===== src/rtl/core/assert_macros.svh =====
// assertion macros shared by the packer rtl
// no dependencies; bodies compile away when SYNTH is defined
`ifndef ASSERT_MACROS_SVH
`define ASSERT_MACROS_SVH
`ifndef SYNTH
// same-cycle implication
`define FFSP_ASSERT_IMP(name, clk, rst, ante, cons, msg) \
  name: assert property (@(posedge clk) disable iff (rst) (ante) |-> (cons)) \
    else $error(msg);
// next-cycle implication
`define FFSP_ASSERT_NEXT(name, clk, rst, ante, cons, msg) \
  name: assert property (@(posedge clk) disable iff (rst) (ante) |=> (cons)) \
    else $error(msg);
// invariant at every edge
`define FFSP_ASSERT_ALWAYS(name, clk, rst, cond, msg) \
  name: assert property (@(posedge clk) disable iff (rst) (cond)) \
    else $error(msg);
`else
`define FFSP_ASSERT_IMP(name, clk, rst, ante, cons, msg)
`define FFSP_ASSERT_NEXT(name, clk, rst, ante, cons, msg)
`define FFSP_ASSERT_ALWAYS(name, clk, rst, cond, msg)
`endif
`endif


===== src/rtl/core/ffsp_pkg.sv =====
// types, codes and field layout of the first-fit sequence packer
// no dependencies; used by ffsp_ctrl, ffsp_dp and the top level
`default_nettype none

package ffsp_pkg;

  // field widths
  localparam int LEN_W      = 13;
  localparam int COL_W      = 12;
  localparam int SEG_W      = 13;
  localparam int TOTAL_W    = 12;
  localparam int ROW_OUT_W  = 6;
  localparam int KIND_W     = 2;
  localparam int ROW_CFG_W  = 7;
  localparam int COMP_CFG_W = 3;
  localparam int CFG_IDX_W  = 3;
  localparam int CFG_DATA_W = 13;
  localparam int NUM_LEN    = 4;

  // stream payload layout
  localparam int IN_DATA_W  = 56;
  localparam int OUT_DATA_W = 80;
  localparam int ROW_LSB    = 0;
  localparam int COL_LSB    = 6;
  localparam int SEG_LSB    = 54;
  localparam int BATCH_LSB  = 67;

  // saturation limits
  localparam logic [SEG_W-1:0]   SEG_MAX   = 13'd8191;
  localparam logic [TOTAL_W-1:0] TOTAL_MAX = 12'd4095;

  // register reset values
  localparam logic [ROW_CFG_W-1:0]  ROW_COUNT_RESET  = 7'd64;
  localparam logic [COMP_CFG_W-1:0] COMP_COUNT_RESET = 3'd1;
  localparam logic [LEN_W-1:0]      LIMIT_RESET      = 13'd4096;

  // register indexes
  localparam logic [CFG_IDX_W-1:0] CFG_ROW_COUNT  = 3'd0;
  localparam logic [CFG_IDX_W-1:0] CFG_COMP_COUNT = 3'd1;
  localparam logic [CFG_IDX_W-1:0] CFG_LIMIT_0    = 3'd2;
  localparam logic [CFG_IDX_W-1:0] CFG_LIMIT_3    = 3'd5;

  // input op codes
  localparam logic OP_ELEMENT = 1'b0;
  localparam logic OP_END     = 1'b1;

  typedef enum logic [KIND_W-1:0] {
    KIND_PLACED   = 2'd0,
    KIND_CLOSED   = 2'd1,
    KIND_REJECTED = 2'd2,
    KIND_ENDED    = 2'd3
  } kind_t;

  typedef enum logic [2:0] {
    ST_IDLE,
    ST_SCAN,
    ST_CLOSE,
    ST_PLACE,
    ST_FLUSH,
    ST_END,
    ST_REJECT
  } state_t;

  // controller to datapath
  typedef struct packed {
    logic  load_in;
    logic  scan_step;
    logic  take_hit;
    logic  take_fresh;
    logic  clear_batch;
    logic  commit;
    logic  load_out;
    kind_t out_kind;
    logic  out_last;
  } cmd_t;

  // datapath to controller
  typedef struct packed {
    logic too_long;
    logic batch_open;
    logic hit;
    logic scan_last;
    logic room;
    logic out_free;
  } status_t;

endpackage

`default_nettype wire


===== src/rtl/core/ffsp_ctrl.sv =====
// controller state machine of the first-fit sequence packer
// depends on ffsp_pkg and assert_macros.svh
`default_nettype none
`include "assert_macros.svh"

module ffsp_ctrl (
  input  logic             clk,
  input  logic             rst,
  input  logic             in_valid,
  output logic             in_ready,
  input  logic             op,
  input  ffsp_pkg::status_t status,
  output ffsp_pkg::cmd_t    cmd
);
  import ffsp_pkg::*;

  state_t state;
  state_t state_next;
  logic   accept;
  logic [2:0] pick_vec;

  assign accept   = in_valid && (state == ST_IDLE);
  assign pick_vec = {cmd.take_hit, cmd.take_fresh, cmd.scan_step};

  // state register
  always_ff @(posedge clk) begin
    if (rst) begin
      state <= ST_IDLE;
    end else begin
      state <= state_next;
    end
  end

  // next state
  always_comb begin
    state_next = state;
    case (state)
      ST_IDLE: begin
        if (accept) begin
          if (op == OP_END) begin
            state_next = status.batch_open ? ST_FLUSH : ST_END;
          end else if (status.too_long) begin
            state_next = ST_REJECT;
          end else if (!status.batch_open) begin
            state_next = ST_PLACE;
          end else begin
            state_next = ST_SCAN;
          end
        end
      end
      ST_SCAN: begin
        if (status.hit) begin
          state_next = ST_PLACE;
        end else if (status.scan_last) begin
          state_next = status.room ? ST_PLACE : ST_CLOSE;
        end
      end
      ST_CLOSE: begin
        if (status.out_free) state_next = ST_PLACE;
      end
      ST_PLACE: begin
        if (status.out_free) state_next = ST_IDLE;
      end
      ST_FLUSH: begin
        if (status.out_free) state_next = ST_END;
      end
      ST_END, ST_REJECT: begin
        if (status.out_free) state_next = ST_IDLE;
      end
      default: state_next = ST_IDLE;
    endcase
  end

  // commands
  always_comb begin
    cmd          = '0;
    cmd.out_kind = KIND_PLACED;
    in_ready     = (state == ST_IDLE);
    case (state)
      ST_IDLE: begin
        cmd.load_in    = accept;
        cmd.take_fresh = accept && (op == OP_ELEMENT) && !status.too_long &&
                         !status.batch_open;
      end
      ST_SCAN: begin
        cmd.take_hit   = status.hit;
        cmd.take_fresh = !status.hit && status.scan_last && status.room;
        cmd.scan_step  = !status.hit && !status.scan_last;
      end
      ST_CLOSE: begin
        if (status.out_free) begin
          cmd.load_out    = 1'b1;
          cmd.out_kind    = KIND_CLOSED;
          cmd.clear_batch = 1'b1;
          cmd.take_fresh  = 1'b1;
        end
      end
      ST_PLACE: begin
        if (status.out_free) begin
          cmd.load_out = 1'b1;
          cmd.out_kind = KIND_PLACED;
          cmd.out_last = 1'b1;
          cmd.commit   = 1'b1;
        end
      end
      ST_FLUSH: begin
        if (status.out_free) begin
          cmd.load_out    = 1'b1;
          cmd.out_kind    = KIND_CLOSED;
          cmd.clear_batch = 1'b1;
        end
      end
      ST_END: begin
        if (status.out_free) begin
          cmd.load_out = 1'b1;
          cmd.out_kind = KIND_ENDED;
          cmd.out_last = 1'b1;
        end
      end
      ST_REJECT: begin
        if (status.out_free) begin
          cmd.load_out = 1'b1;
          cmd.out_kind = KIND_REJECTED;
          cmd.out_last = 1'b1;
        end
      end
      default: begin
        cmd.load_in = 1'b0;
      end
    endcase
  end

  // checks
  `FFSP_ASSERT_IMP(a_out_when_free, clk, rst, cmd.load_out, status.out_free, "result loaded into busy output")
  `FFSP_ASSERT_NEXT(a_busy_after_accept, clk, rst, accept, state != ST_IDLE, "idle right after a transfer")
  `FFSP_ASSERT_ALWAYS(a_one_pick, clk, rst, $onehot0(pick_vec), "more than one row pick at once")

endmodule

`default_nettype wire


===== config.mk =====
export PLATFORM = sky130hd
export DESIGN_NAME = ffsp_ctrl
export DESIGN_NICKNAME = d
export VERILOG_FILES = /design/src/rtl/core/ffsp_pkg.sv /design/src/rtl/core/ffsp_ctrl.sv
export VERILOG_INCLUDE_DIRS = /design/src /design/src/rtl/core
export SDC_FILE = /design/constraint.sdc
export NUM_CORES = 1
export LEC_CHECK = 0
export BUFFER_PORTS_ARGS = -buffer_cell sky130_fd_sc_hd__buf_2
export CAP_MARGIN = 25
export CORE_AREA = 2 2 39 41
export CTS_CLUSTER_SIZE = 12
export DETAILED_ROUTE_END_ITERATION = 10
export DIE_AREA = 0 0 41 43
export GPL_TIMING_DRIVEN = 0
export PLACE_DENSITY = 0.54
export RECOVER_POWER = 100
export REMOVE_ABC_BUFFERS = 1
export SLEW_MARGIN = 20
export SYNTH_ARGS = -nofsm -noshare
export SYNTH_HDL_FRONTEND = slang
export SYNTH_SLANG_ARGS = --single-unit

===== constraint.sdc =====
create_clock -name clk -period 3.2 [get_ports clk]
set_clock_uncertainty 0.1 [all_clocks]
set_input_delay 0.32 -clock clk [delete_from_list [all_inputs] [get_ports clk]]
set_output_delay 0.32 -clock clk [all_outputs]
set_load 0.005 [all_outputs]

==> metrics <==
IO buf count 20; max incr delay on CP 0.59 ns; Worst Slack Setup Final 1.078 ns; worst vdd ir 0.0004322 V; num ports 21; area delta synth->final 24.02%; crit path DAT 1.70 ns; fin crit period 2.122 ns; Post-Syn Area 416.7 µm²; Vias/cell about 4.9; Via Count 439; most frequent cells in the layout buf_2, clkbuf_1, nor2_1; number of CTS-inserted buffers 3; Total GRT Usage 0.1139; Final Slew Violations 0; setup violators final 0; Startpoint Class flop; Max-slew headroom 0.6264; met2 WL post-DR 433 µm; hold_buf cts 0; #FFs+latches synth 3; Max Cap Viol 0; met3 wire length 46 µm; first-pass GRT wire length 1428 µm; critical path's slowest cell dfxtp_1; WL/cell 10.51 µm; worst path required time 2.78 ns; HP Start rst; Most flops, register state; n_diodes 0; detailed router's first-iteration violation count 3; Register Area between 60 and 70 µm²; clock root buffer clkbuf_4; Pleak 0.2337 nW; DR top layer met3; pwr dens 888.0 nW/µm²; initial core utilization 0.3011; FILL cells 144; CP max FO 12; WP buf/inv 2; fin crit share 0.6632; Async S/R FF share, synth 0; H-tree depth 1; top cell family by delay on the critical path simple AND/OR/NAND/NOR gates; reg2reg setup slack roughly 1.3 ns; Slew @ Worst Pin 0.5596 ns; ys flop type dfxtp_1; WS Path Type reg2out; total die area 1763 µm²; distinct cell type count of the synthesized netlist 33; worst r2r src state[0]; area of the multi-input gates 307.8 µm²; RSZ-0062 raised after global routing no; crit-path cells nand2b_1 > or4_1 > inv_1 > buf_2; metal1 wirelength 466 µm; Setup Buffers After CTS 0; clk slew on worst S/H paths approximately 0.040 ns; post-DP HPWL 718.1 µm; number of flip-flops in the largest register 3; routability cong. 0.6242; number of flops mapped to enable cells by yosys 0; Num Clock Sinks 3; Synth Warn # 0; DRT Pass-1 Iters 2; Largest regs state x3; wire length after detailed routing 946 µm; Worst-Skew Late Latency 0.23 ns; placed insts 86; Core Area 1384 µm²; Max clock buf depth 2; worst-case hold path end point state[0]; Critical Path End Type primary output; sequential fraction of the synthesis area 0.1441; Post-CTS Resized 0; Fin. Hold Viols 0; Die Y between 40 and 50 µm; final non-filler cell total 90; Worst Hold Depth 2; Synth Area per Inst between 7 and 8 µm²; Worst R2R Path Depth 4; largest net degree at the start of global routing 16; layout cell share with drive strength beyond 1 0.2973; GR Overflow Total 0; Core Rows 14; DRT antenna net count 0; FF-to-FF End state[2]; Placement Setup Slack 1.373 ns; fmax 0.4712 GHz; drt drc 0; WHS 0.1810 ns; initial antenna violation count 0; Gate Count Post-Synth 53; DIE WIDTH 41 µm; commonest non-fill, non-tap cell in the layout buf_2; vias in the first global route 359; NumNets Final 85; CTS tree yes; Fin Setup TNS 0 ns; HP Class in2reg; run status finished clean; Crit path depth 4
[cell usage after synthesis (all sizes together), types with 2 or more instances]
library cell / count / area (µm²)
a211oi: 2 / 20.02
a21oi: 2 / 10.01
a311oi: 2 / 41.29
a31oi: 2 / 12.51
and2: 2 / 15.02
buf: 3 / 26.27
dfxtp: 3 / 60.06
inv: 3 / 11.26
nand2: 3 / 18.77
nand2b: 3 / 18.77
nor2: 6 / 22.52
nor2b: 3 / 18.77
nor3b: 2 / 15.01
o21ai: 2 / 10.01
or2: 3 / 18.77
[logic make-up after synthesis]
logic type | Yosys count | synth area share
AND/OR/NAND/NOR | 26 | 0.3754
AO/OA/AOI/OAI | 15 | 0.3183
buffers and inverters | 6 | 0.09008
flip-flops | 3 | 0.1441
multiplexers | 2 | 0.05105
XOR/XNOR | 1 | 0.02102
[metrics by stage]
stage	instance area, µm²	power [mW]	util
6_report	516.7	0.4589	0.3734
3_3_place_gp	510.5	0.4187	0.3689
3_5_place_dp	510.5	0.4198	0.3689
2_1_floorplan	390.4	0.3302	-
5_1_grt	516.7	0.5050	0.3734
4_1_cts	536.8	0.4918	0.3879
[final cells by class]
class                           instances  area share
Multi-Input combinational cell         44      0.5956
Tap cell                               16     0.03874
Inverter                                3     0.02179
Sequential cell                         3      0.1162
Timing Repair Buffer                   20      0.1768
Clock buffer                            4     0.05085
[how the worst max path moves through the flow]
stage	start	end	slack, ns
floorplan	state[0]	state[2]	1.57
global placement	state[0]	cmd[8]	1.35
detailed placement	state[0]	cmd[8]	1.37
CTS	state[0]	cmd[8]	1.11
global route	state[0]	cmd[8]	0.97
finish	state[0]	cmd[8]	1.08
[worst reg2reg max path, cell delays in order (launching register included)]
cell	delay, ns
dfxtp_1	0.59
nand2b_1	0.20
or4_1	0.51
and2_0	0.20
a211oi_1	0.23
[power by group]
| group | switching, mW | internal (mW) | total, mW |
|---|---|---|---|
| registers | 0.0688 | 0.0558 | 0.125 |
| clock network | 0.0196 | 0.0467 | 0.0663 |
| logic | 0.126 | 0.142 | 0.268 |
[per-layer routing]
metal | GRT usage | vias to the layer above
met1 | 0.1582 | 192
met5 | 0 | -
met3 | 0 | 0
met4 | 0.06000 | 0
li1 | - | 236
met2 | 0.1719 | 11
No activity file was read; power rests on OpenSTA's default activity.
